## src/sv/sha_pkg.sv

```systemverilog
package sha_pkg;

  typedef struct packed {
    logic [31:0] word;
    logic [2:0]  count;
    logic        last;
  } sha_item_t;

  localparam logic [31:0] PAD_WORD = 32'h8000_0000;

  function automatic logic [31:0] round_k(input logic [5:0] t);
    logic [31:0] k;
    case (t)
      6'd0: k = 32'h428a2f98; 6'd1: k = 32'h71374491; 6'd2: k = 32'hb5c0fbcf;
      6'd3: k = 32'he9b5dba5; 6'd4: k = 32'h3956c25b; 6'd5: k = 32'h59f111f1;
      6'd6: k = 32'h923f82a4; 6'd7: k = 32'hab1c5ed5; 6'd8: k = 32'hd807aa98;
      6'd9: k = 32'h12835b01; 6'd10: k = 32'h243185be; 6'd11: k = 32'h550c7dc3;
      6'd12: k = 32'h72be5d74; 6'd13: k = 32'h80deb1fe; 6'd14: k = 32'h9bdc06a7;
      6'd15: k = 32'hc19bf174; 6'd16: k = 32'he49b69c1; 6'd17: k = 32'hefbe4786;
      6'd18: k = 32'h0fc19dc6; 6'd19: k = 32'h240ca1cc; 6'd20: k = 32'h2de92c6f;
      6'd21: k = 32'h4a7484aa; 6'd22: k = 32'h5cb0a9dc; 6'd23: k = 32'h76f988da;
      6'd24: k = 32'h983e5152; 6'd25: k = 32'ha831c66d; 6'd26: k = 32'hb00327c8;
      6'd27: k = 32'hbf597fc7; 6'd28: k = 32'hc6e00bf3; 6'd29: k = 32'hd5a79147;
      6'd30: k = 32'h06ca6351; 6'd31: k = 32'h14292967; 6'd32: k = 32'h27b70a85;
      6'd33: k = 32'h2e1b2138; 6'd34: k = 32'h4d2c6dfc; 6'd35: k = 32'h53380d13;
      6'd36: k = 32'h650a7354; 6'd37: k = 32'h766a0abb; 6'd38: k = 32'h81c2c92e;
      6'd39: k = 32'h92722c85; 6'd40: k = 32'ha2bfe8a1; 6'd41: k = 32'ha81a664b;
      6'd42: k = 32'hc24b8b70; 6'd43: k = 32'hc76c51a3; 6'd44: k = 32'hd192e819;
      6'd45: k = 32'hd6990624; 6'd46: k = 32'hf40e3585; 6'd47: k = 32'h106aa070;
      6'd48: k = 32'h19a4c116; 6'd49: k = 32'h1e376c08; 6'd50: k = 32'h2748774c;
      6'd51: k = 32'h34b0bcb5; 6'd52: k = 32'h391c0cb3; 6'd53: k = 32'h4ed8aa4a;
      6'd54: k = 32'h5b9cca4f; 6'd55: k = 32'h682e6ff3; 6'd56: k = 32'h748f82ee;
      6'd57: k = 32'h78a5636f; 6'd58: k = 32'h84c87814; 6'd59: k = 32'h8cc70208;
      6'd60: k = 32'h90befffa; 6'd61: k = 32'ha4506ceb; 6'd62: k = 32'hbef9a3f7;
      default: k = 32'hc67178f2;
    endcase
    return k;
  endfunction

  function automatic logic [31:0] init_h(input logic [2:0] i);
    logic [31:0] h;
    case (i)
      3'd0: h = 32'h6a09e667; 3'd1: h = 32'hbb67ae85;
      3'd2: h = 32'h3c6ef372; 3'd3: h = 32'ha54ff53a;
      3'd4: h = 32'h510e527f; 3'd5: h = 32'h9b05688c;
      3'd6: h = 32'h1f83d9ab; default: h = 32'h5be0cd19;
    endcase
    return h;
  endfunction

endpackage

```

## src/sv/sha_fifo.sv

```systemverilog
module sha_fifo
  import sha_pkg::*;
(
  input  logic      clk,
  input  logic      rst,
  input  logic      wr_valid,
  output logic      wr_stall,
  input  sha_item_t wr_item,
  output logic      rd_valid,
  input  logic      rd_take,
  output sha_item_t rd_item
);
  localparam int Depth = 4;
  sha_item_t mem [Depth];
  logic [1:0] wptr, rptr;
  logic [2:0] fill;
  logic push, pop;

  assign wr_stall = (fill == 3'(Depth));
  assign rd_valid = (fill != 3'd0);
  assign rd_item  = mem[rptr];
  assign push = wr_valid && !wr_stall;
  assign pop  = rd_valid && rd_take;

  always_ff @(posedge clk) begin
    if (push) mem[wptr] <= wr_item;
    if (rst) begin
      wptr <= '0;
      rptr <= '0;
      fill <= '0;
    end else begin
      if (push) wptr <= wptr + 2'd1;
      if (pop) rptr <= rptr + 2'd1;
      fill <= fill + 3'(push) - 3'(pop);
    end
  end
endmodule

```

## src/sv/sha_core.sv

```systemverilog
module sha_core
  import sha_pkg::*;
(
  input  logic        clk,
  input  logic        rst,
  input  logic        in_valid,
  output logic        in_take,
  input  sha_item_t   in_item,
  output logic        valid,
  input  logic        stall,
  output logic [31:0] digest_word,
  output logic [2:0]  word_index,
  output logic        last_word
);
  typedef enum logic [5:0] {
    S_IDLE = 6'b000001,
    S_PAD  = 6'b000010,
    S_LEN  = 6'b000100,
    S_RND  = 6'b001000,
    S_ADD  = 6'b010000,
    S_OUT  = 6'b100000
  } state_t;

  state_t state;
  logic [31:0] w [16];
  logic [31:0] h [8];
  logic [31:0] a, b, c, d, e, f, g, hh;
  logic [3:0]  widx;
  logic [63:0] bits;
  logic [5:0]  rnd;
  logic        final_blk;
  logic        pad_done;
  logic [2:0]  oidx;
  // length words were pushed in the block just compressed
  logic        len_sent;

  logic [31:0] keep, pad_word, s0, s1, wn, big0, big1, ch, maj, t1, t2, push_w;
  logic [2:0]  cnt;
  logic        push;
  logic [63:0] bits_new;

  assign cnt = (in_item.count > 3'd4) ? 3'd4 : in_item.count;
  assign in_take = (state == S_IDLE) && in_valid;

  always_comb begin
    case (cnt)
      3'd0: keep = 32'h0;
      3'd1: keep = 32'hff00_0000;
      3'd2: keep = 32'hffff_0000;
      3'd3: keep = 32'hffff_ff00;
      default: keep = 32'hffff_ffff;
    endcase
    pad_word = (in_item.word & keep) | (PAD_WORD >> {cnt, 3'b000});
    bits_new = in_item.last ? bits + {58'd0, cnt, 3'd0} : bits + 64'd32;
  end

  always_comb begin
    s0 = {w[1][6:0], w[1][31:7]} ^ {w[1][17:0], w[1][31:18]} ^ (w[1] >> 3);
    s1 = {w[14][16:0], w[14][31:17]} ^ {w[14][18:0], w[14][31:19]} ^ (w[14] >> 10);
    wn = w[0] + s0 + w[9] + s1;
    big1 = {e[5:0], e[31:6]} ^ {e[10:0], e[31:11]} ^ {e[24:0], e[31:25]};
    big0 = {a[1:0], a[31:2]} ^ {a[12:0], a[31:13]} ^ {a[21:0], a[31:22]};
    ch  = (e & f) ^ (~e & g);
    maj = (a & b) ^ (a & c) ^ (b & c);
    t1  = hh + big1 + ch + round_k(rnd) + w[0];
    t2  = big0 + maj;
  end

  // one word into the block per cycle from the pad or length states, and from idle while a word is valid
  always_comb begin
    push = 1'b0;
    push_w = '0;
    case (state)
      S_IDLE: if (in_valid) begin
        push = 1'b1;
        push_w = (in_item.last && cnt != 3'd4) ? pad_word : in_item.word;
      end
      S_PAD: begin
        push = 1'b1;
        push_w = pad_done ? 32'h0 : PAD_WORD;
      end
      S_LEN: begin
        push = 1'b1;
        push_w = (widx == 4'd14) ? bits[63:32] : bits[31:0];
      end
      default: ;
    endcase
  end

  assign valid       = (state == S_OUT);
  assign digest_word = h[oidx];
  assign word_index  = oidx;
  assign last_word   = (oidx == 3'd7);

  always_ff @(posedge clk) begin
    if (push) w[widx] <= push_w;
    if (state == S_RND) begin
      for (int i = 0; i < 15; i++) w[i] <= w[i+1];
      w[15] <= wn;
      hh <= g; g <= f; f <= e; e <= d + t1;
      d <= c; c <= b; b <= a; a <= t1 + t2;
    end
    if (rst) begin
      state <= S_IDLE;
      widx <= '0;
      bits <= '0;
      rnd <= '0;
      final_blk <= 1'b0;
      pad_done <= 1'b0;
      oidx <= '0;
      for (int i = 0; i < 8; i++) h[i] <= init_h(3'(i));
    end else begin
      if (push) widx <= widx + 4'd1;
      case (state)
        S_IDLE: if (in_valid) begin
          bits <= bits_new;
          if (in_item.last) begin
            final_blk <= 1'b1;
            pad_done <= (cnt != 3'd4);
          end
          if (widx == 4'd15) state <= S_RND;
          else if (in_item.last) state <= (cnt == 3'd4) ? S_PAD :
                                           (widx == 4'd13) ? S_LEN : S_PAD;
        end
        S_PAD: begin
          pad_done <= 1'b1;
          if (widx == 4'd15) state <= S_RND;
          else if (widx == 4'd13) state <= S_LEN;
        end
        S_LEN: if (widx == 4'd15) state <= S_RND;
        S_RND: ;
        S_ADD: ;
        S_OUT: ;
        default: state <= S_IDLE;
      endcase
      if (state == S_RND) begin
        rnd <= rnd + 6'd1;
        if (rnd == 6'd63) state <= S_ADD;
      end
      if (state == S_ADD) begin
        h[0] <= h[0] + a; h[1] <= h[1] + b; h[2] <= h[2] + c; h[3] <= h[3] + d;
        h[4] <= h[4] + e; h[5] <= h[5] + f; h[6] <= h[6] + g; h[7] <= h[7] + hh;
        if (!final_blk) state <= S_IDLE;
        else if (len_sent) state <= S_OUT;
        else state <= S_PAD;
      end
      if (state == S_OUT && !stall) begin
        oidx <= oidx + 3'd1;
        if (oidx == 3'd7) begin
          state <= S_IDLE;
          bits <= '0;
          final_blk <= 1'b0;
          pad_done <= 1'b0;
          for (int i = 0; i < 8; i++) h[i] <= init_h(3'(i));
        end
      end
    end
    // load working registers as the block fills
    if (!rst && push && widx == 4'd15) begin
      a <= h[0]; b <= h[1]; c <= h[2]; d <= h[3];
      e <= h[4]; f <= h[5]; g <= h[6]; hh <= h[7];
    end
  end

  always_ff @(posedge clk) begin
    if (rst || (state == S_OUT && !stall && oidx == 3'd7)) len_sent <= 1'b0;
    else if (state == S_LEN && widx == 4'd15) len_sent <= 1'b1;
  end
endmodule

```

## src/sv/sha256_stream_hasher.sv

```systemverilog
// SHA-256 stream hasher: words go through a 4-entry queue into the core.
// Each 16-word block is filled word by word, then compressed in 64 rounds and a final add into the hash;
// the round loop sets the rate, and the core takes no new words while it compresses.
// After the core takes the last word: padding/length fill and one or two compressions,
// then eight digest items, one per cycle when not stalled.
// Reset (rst, synchronous) loads the initial hash and empties the queue.
module sha256_stream_hasher
  import sha_pkg::*;
(
  input  logic        clk,
  input  logic        rst,
  input  logic        in_valid,
  output logic        in_stall,
  input  logic [31:0] message_word,
  input  logic [2:0]  byte_count,
  input  logic        is_last,
  output logic        out_valid,
  input  logic        out_stall,
  output logic [31:0] digest_word,
  output logic [2:0]  word_index,
  output logic        last_word
);
  sha_item_t in_item, q_item;
  logic q_valid, q_take;

  assign in_item = {message_word, byte_count, is_last};

  // front: queue absorbs items while the core runs rounds
  sha_fifo u_fifo (
    .clk, .rst,
    .wr_valid(in_valid), .wr_stall(in_stall),
    .wr_item(in_item),
    .rd_valid(q_valid), .rd_take(q_take), .rd_item(q_item)
  );

  // back: block gather, padding, rounds and digest output
  sha_core u_core (
    .clk, .rst,
    .in_valid(q_valid), .in_take(q_take), .in_item(q_item),
    .valid(out_valid), .stall(out_stall),
    .digest_word, .word_index, .last_word
  );
endmodule
```

## config.mk

```make
export PLATFORM = sky130hd
export DESIGN_NAME = sha256_stream_hasher
export DESIGN_NICKNAME = d
export VERILOG_FILES = /design/src/sv/sha_pkg.sv /design/src/sv/sha_fifo.sv /design/src/sv/sha_core.sv /design/src/sv/sha256_stream_hasher.sv
export SDC_FILE = /design/constraint.sdc
export NUM_CORES = 2
export LEC_CHECK = 0
export ABC_CLOCK_PERIOD_IN_PS = 11900
export BUFFER_PORTS_ARGS = -buffer_cell sky130_fd_sc_hd__buf_2
export CAP_MARGIN = 30
export CORE_AREA = 2 2 352 354
export DETAILED_ROUTE_END_ITERATION = 10
export DIE_AREA = 0 0 354 356
export PLACE_DENSITY = 0.81
export SLEW_MARGIN = 25
export SYNTH_ARGS = -nofsm -noshare
export SYNTH_HDL_FRONTEND = slang
export SYNTH_HIERARCHICAL = 1
export SYNTH_SLANG_ARGS = --single-unit
export TNS_END_PERCENT = 5
```

## constraint.sdc

```tcl
create_clock -name clk -period 11.9 [get_ports clk]
set_clock_uncertainty 0.15 [all_clocks]
set_input_delay 0.595 -clock clk [delete_from_list [all_inputs] [get_ports clk]]
set_output_delay 0.595 -clock clk [all_outputs]
set_load 0.03 [all_outputs]
```

==> Yosys cells after proc, flatten, opt, wreduce, memory -nomap -nowiden <==
Memory sizes are Yosys's and may differ from the RTL's. A register that Yosys moved wholly into a read port is not among the register bits.
Cells that the tools add are included.
{ "classes": {"n_addsub": 27, "mul": 0, "div": 0, "magnitude_cmp": 1, "eq_ne": 17, "n_shift": 1, "n_mux": 128, "bitwise_logic": 35, "reduce_logical": 19} }
{ "op_table": {"columns": ["op", "n"], "rows": [
  ["two-way mux 32 bit", 69],
  ["adder 32 bit", 18],
  ["two-way mux 64 bit", 5],
  ["bitwise XOR 32 bit", 9],
  ["bitwise AND 32 bit", 6],
  ["one-hot mux 32 bit (4 select lines)", 1],
  ["two-way mux 6 bit", 16],
  ["one-hot mux 32 bit (3 select lines)", 1],
  ["adder 64 x 6 -> 64 bit", 1],
  ["adder 64 x 6 -> 64 bit, second input constant", 1],
  ["NOT 32 bit", 1],
  ["OR 32 bit", 1],
  ["OR reduction 32 bit", 1],
  [">> shifter 32 x 6 -> 32 bit, first input constant", 1],
  ["bitwise XOR 32 x 22 -> 32 bit", 1],
  ["bitwise XOR 32 x 29 -> 32 bit", 1],
  ["two-way mux 1 bit", 26],
  ["one-hot mux 6 bit (4 select lines)", 1],
  ["OR 1 bit", 16],
  ["== test 4 bit, second input constant", 3],
  ["== test 6 bit, second input constant", 2],
  ["two-way mux 3 bit", 4],
  ["== test 3 bit, second input constant", 3],
  ["logical AND 1 bit", 9],
  ["24 further kinds", 31]
]} }
{ "word_totals": {"reg_bits": 349, "latchBits": 0, "mem_bits_rw": 912, "romBits": 2048, "inputBits": 40, "output_inout_bits": 38, "wordCells": 251, "mem_count": 4} }
{ "mem_list": {"columns": ["name", "depth", "width", "rd", "rd_ports_with_merged_regs", "write_ports", "line_no", "source"], "rows": [
  ["(no name shown)", 64, 32, 1, 1, 0, "sha_pkg.sv:13", "case (t)"],
  ["u_core.w", 16, 32, 16, 0, 16, "sha_core.sv:25", "logic [31:0] w [16];"],
  ["u_core.h", 8, 32, 9, 1, 8, "sha_core.sv:26", "logic [31:0] h [8];"],
  ["u_fifo.mem", 4, 36, 1, 1, 1, "sha_fifo.sv:14", "sha_item_t mem [Depth];"]
]} }

==> Depth between registers and ports, before layout <==
{ "depth": {"depth_word": 13, "depth_mapped": 33, "mapped_depth_nobuf": 32} }

==> Modules after synthesis <==
The synthesis kept the hierarchy.
{ "by_module_without_submodules": {"columns": ["module", "n_inst", "cells_each", "area_each_um2", "seq_area_each_um2"], "rows": [
  ["sha_core", 1, 7200, 73340.3, 31830.5],
  ["sha_fifo", 1, 237, 5716.7, 4504.3]
]} }

==> Worst setup path after synthesis <==
Ideal clock, no wire load.
{ "synth_timing": {"kind": "reg-to-reg", "start": "reg u_fifo.fill[1]", "end": "reg u_core.a[0] (enable)", "setup_ns": 1.955, "arrival_time_ns": 6.409, "required_ns": 9.795, "slack_ns": 3.386, "path_stages_with_launch": 10, "path_buffers": 4, "synth_period_minus_slack_ns": 8.514, "path_cell_list": "dfxtp_1 -> or3_1 -> nand3_1 -> and3_1 -> clkbuf_1 -> or3_1 -> clkbuf_1 -> clkbuf_1 -> clkbuf_1 -> nand2_1"} }
{ "synth_between": {"elab_chain_len": 6} }
{ "synth_lines": {"columns": ["item", "line_no", "source"], "rows": [
  ["from (decl)", "sha_fifo.sv:16", "logic [2:0] fill;"],
  ["from (signal assigned)", "sha_fifo.sv:34", "fill <= fill + 3'(push) - 3'(pop);"],
  ["nonzero test 3 bit", "sha_fifo.sv:20", "assign rd_valid = (fill != 3'd0);"],
  ["named net q_valid", "sha256_stream_hasher.sv:24", "logic q_valid, q_take;"],
  ["two-way mux 1 bit", "sha_core.sv:74", "S_IDLE: if (in_valid) begin"],
  ["one-hot mux 1 bit (2 select lines)", "sha_core.sv:73", "case (state)"],
  ["logical AND 1 bit (2 in a row)", "sha_core.sv:159", "if (!rst && push && widx == 4'd15) begin"],
  ["nonzero test 2 bit (no line)", null, null],
  ["to (signal assigned)", "sha_core.sv:160", "a <= h[0]; b <= h[1]; c <= h[2]; d <= h[3];"],
  ["to (decl)", "sha_core.sv:27", "logic [31:0] a, b, c, d, e, f, g, hh;"]
]} }
The timed path passes the listed nets, and every way through them passes these cells.
A chain may end at the register's enable or synchronous reset.

==> Worst setup path after layout <==
{ "layout_timing": {"start": "reg u_core.e[26]", "end": "reg u_core.a[28], data pin"} }
{ "layout_between": {"elab_chain_len": 9, "word_cells_on_any_way": 13, "classes_between": "add/sub (5); mux (2); bitwise (6)"} }
{ "layout_lines": {"columns": ["item", "line_no", "source"], "rows": [
  ["from (decl)", "sha_core.sv:27", null],
  ["from (signal assigned)", "sha_core.sv:161", "e <= h[4]; f <= h[5]; g <= h[6]; hh <= h[7];"],
  ["bitwise XOR 32 bit / NOT 32 bit (equally long branches)", "sha_core.sv:61, sha_core.sv:63", null],
  ["bitwise XOR 32 bit / bitwise AND 32 bit (equally long branches)", "sha_core.sv:61, sha_core.sv:63", null],
  ["adder 32 bit / bitwise XOR 32 bit (equally long branches)", "sha_core.sv:65, sha_core.sv:63", null],
  ["adder 32 bit * (3 in a row)", "sha_core.sv:65", "t1 = hh + big1 + ch + round_k(rnd) + w[0];"],
  ["adder 32 bit *", "sha_core.sv:101", "d <= c; c <= b; b <= a; a <= t1 + t2;"],
  ["two-way mux 32 bit *", "sha_core.sv:97", "if (state == S_RND) begin"],
  ["two-way mux 32 bit *", "sha_core.sv:159", null]
]} }
Every way passes the cells marked *; elsewhere a longest branch is shown, timed or not. The select of a mux whose other input is x is not followed.

==> impl_results.md <==
* I/O Buffers at 77
* Setup-failing EPs final at 0
* Final Wtd Congestion at 1.03
* Max VDD drop at 0.000243 V
* TritonCTS Sinks at 1,295
* Worst Setup SP: u_core/e[26]$_DFFE_PP_
* Unrepaired setup endpoints after global routing: false
* Inst Count DP at 8,860
* Seq cells post-synth at 1,295
* Row Count at 129
* DR vias at 60.3k
* Routed Antenna Nets at 0
* Final #Nets at 8,051
* Crit path arrival time at 8.96 ns
* Slew headroom at 0.261
* Fraction of synthesis flops using an asynchronous set or reset pin at 0
* Worst Slack Setup Final at 3.42 ns
* Final Hold Vio Count at 0
* R2r startpoint: u_core/e[26]$_DFFE_PP_
* Synthesis Warnings at 6
* TNS Setup at 0 ns
* Non-Filler Instances at 9,160
* Worst path max stage delay at 0.61 ns
* Status: complete, no violations
* Startpoint Class: flop
* Grt total ovfl at 0
* Hold_sp: in_valid
* Area grow syn2layout at 9.04%
* Clock-pin slew on the worst setup and hold paths at 0.06 ns
* Max-cap violation count at 0
* Post-CTS setup buffers at 0
* Detailed Route WL at 250,000 microns
* Multi-input gate area at 40,300 sq um
* First-pass GRT wire length at 369,000 microns
* Worst skew pair latency at 0.79 ns
* F_max at 118 MHz
* DRC viols at 0
* Die Ht at 356 microns
* Final Util at 0.703
* CTS root buffer: clkbuf_16
* Mean post-synth cell area at 10.6 sq um
* Leakage at 36.6 nW
* TritonCTS Buffers at 140
* CTS Hold Bufs at 36
* Bufs and invs on worst path at 2
* CTS resizes at 0
* CP Capture Type: flop
* Actual slew at the worst max-slew pin at 1.11 ns
* Largest net degree at the start of global routing at 175
* Most frequent CP cell: fa_1
* Starting density of the core at 0.644
* Vias in the first global route at 58.2k
* CP max stage cell: or4b_2
* CTS tree: done
* Die area at 126,000 sq um
* Gate count of the mapped netlist at 7,437
* DPL Wire Length at 179,000 microns
* # IOs at 78
* Initial antenna violation count at 6
* Tmin final at 8.48 ns
* Worst path top cell family by delay: adder cells
* Setup CP Type: flop to flop
* Distinct cells, synth at 92
* Worst Path Max Fanout at 6
* Die Wd at 354 microns
* Final period utilization at 0.713
* Power density cells at 229 nW/um^2
* Fill cell count at 8,789
* Vias per cell at 6.58
* Post-synth EDFFs at 1,040
* Sequential Area at 36,300 sq um
* Initial DRT Pass Iterations at 9
* Overall Global Routing Usage at 0.392
* Clk buf depth at 3
* Hold Crit Class: input port to flop
* Crit path required time at 12.38 ns
* Mapped Area at 79,100 sq um
* Most used DFF post-synth: edfxtp_1
* Setup WS pre-CTS at 3.58 ns
* Final Slew Violations at 0
* Routed WL per cell at 27.3 microns
* R2R setup slack at 3.42 ns
* Core area at 123,000 sq um
* H-tree levels at 4
* Register area share after synthesis at 0.460
* Leading cell type in the layout, fill and taps excluded: nand2_1
* Layout cells sized above 1 at 0.0842
* First DRT Iteration DRCs at 7,429
* Synth Net Count at 8,079
* Most frequent cells in the layout: nand2_1, edfxtp_1, a21o_1, a21oi_1, xnor2_1
## synthesized netlist by cell type, types with 13 or more instances
cell type / n / share of area
inv_1: 293 / 0.014
buf_1: 18 / 0.00085
mux2i_1: 48 / 0.0061
nor3_1: 101 / 0.0064
and2_1: 22 / 0.0017
edfxtp_1: 1040 / 0.40
a211oi_1: 65 / 0.0062
o211ai_1: 69 / 0.0066
o311ai_0: 18 / 0.0020
nand4_1: 40 / 0.0032
o21ai_0: 339 / 0.021
a31oi_1: 35 / 0.0028
or3_1: 42 / 0.0033
buf_2: 21 / 0.0013
xnor2_1: 407 / 0.045
clkbuf_1: 353 / 0.017
nor3b_1: 15 / 0.0014
dfxtp_1: 255 / 0.065
o31ai_1: 32 / 0.0030
or2_2: 20 / 0.0016
mux2_2: 54 / 0.0077
xor2_1: 214 / 0.024
nor2_1: 388 / 0.018
o21ai_1: 29 / 0.0018
o21bai_1: 45 / 0.0043
a21o_1: 676 / 0.064
mux4_2: 94 / 0.027
o21a_1: 38 / 0.0036
nor2b_1: 60 / 0.0047
a21oi_1: 460 / 0.029
fa_1: 197 / 0.050
nand2b_1: 66 / 0.0052
and3_1: 36 / 0.0028
ha_1: 405 / 0.064
nand2_1: 1056 / 0.050
nand3_1: 107 / 0.0068
a2111oi_0: 14 / 0.0016
nor4_1: 13 / 0.0010
maj3_1: 23 / 0.0029
## tightest hold or removal path, stage by stage
cell	delay, ns
buf_2	0.07
inv_1	0.05
o21ai_0	0.16
a21oi_1	0.06
## where the power goes
part | total, mW | internal (mW) | leakage [nW] | switching, mW
Sequential | 6.01 | 5.73 | 11.7 | 0.285
Clock | 4.44 | 2.52 | 2.25 | 1.92
Combinational | 9.32 | 3.83 | 22.7 | 5.48
## cell families after synthesis
| group | Yosys count | synth area share |
|---|---|---|
| buffers and inverters | 693 | 0.0340 |
| AO/OA/AOI/OAI | 1990 | 0.166 |
| XOR/XNOR | 622 | 0.0691 |
| multiplexers | 202 | 0.0425 |
| adder cells (fa/ha/maj) | 625 | 0.117 |
| AND/OR/NAND/NOR | 2010 | 0.112 |
| flip-flops | 1295 | 0.460 |
## state kept, by name, indices dropped and copies added (netlist names), 3 cells and up, named ones only
register	cells
u_core/a	32
u_core/b	32
u_core/bits	61
u_core/c	32
u_core/d	32
u_core/e	32
u_core/f	32
u_core/g	32
u_core/h	256
u_core/hh	32
u_core/rnd	6
u_core/state	6
u_core/w	512
u_core/widx	4
u_core/word_index	3
u_fifo/fill	3
u_fifo/mem	144
## through the flow
stage / hold slack, ns / area (sq um) / power, mW
finish: 0.0590 / 86200 / 19.8
global route: 0.0791 / 86200 / 20.9
CTS: 0.0367 / 86000 / 19.7
detailed placement: 0.332 / 81000 / 15.2
global placement: 0.321 / 81000 / 15.0
floorplan: 0.296 / 79100 / 12.7
## area by class of cell
cell class                 instances  share of cell area
timing repair buffer             228              0.0205
inverter                         295              0.0129
sequential                      1295               0.422
clock buffer                     181              0.0443
antenna                            2           0.0000581
multi-input combinational       5449               0.467
clock inverter                    73             0.00970
tap                             1637              0.0238
## layer usage
layer,vias up,GRT usage,wire length (microns)
li1,26800,-,-
met1,29700,0.502,95400
met2,3183,0.637,117000
met3,698,0.0713,21700
met4,2,0.211,15700
met5,-,0,13
## final timing paths
path	cells after the start	end
worst max register to register	28	u_core/a[28]$_DFFE_PP_
worst min register to register	2	u_core/h[5][17]$_SDFFE_PP0P_
worst min-delay path	4	u_fifo/wptr[0]$_SDFFE_PP0P_
worst max-delay path	28	u_core/a[28]$_DFFE_PP_
Note: power is estimated with default switching activity, not from simulation.
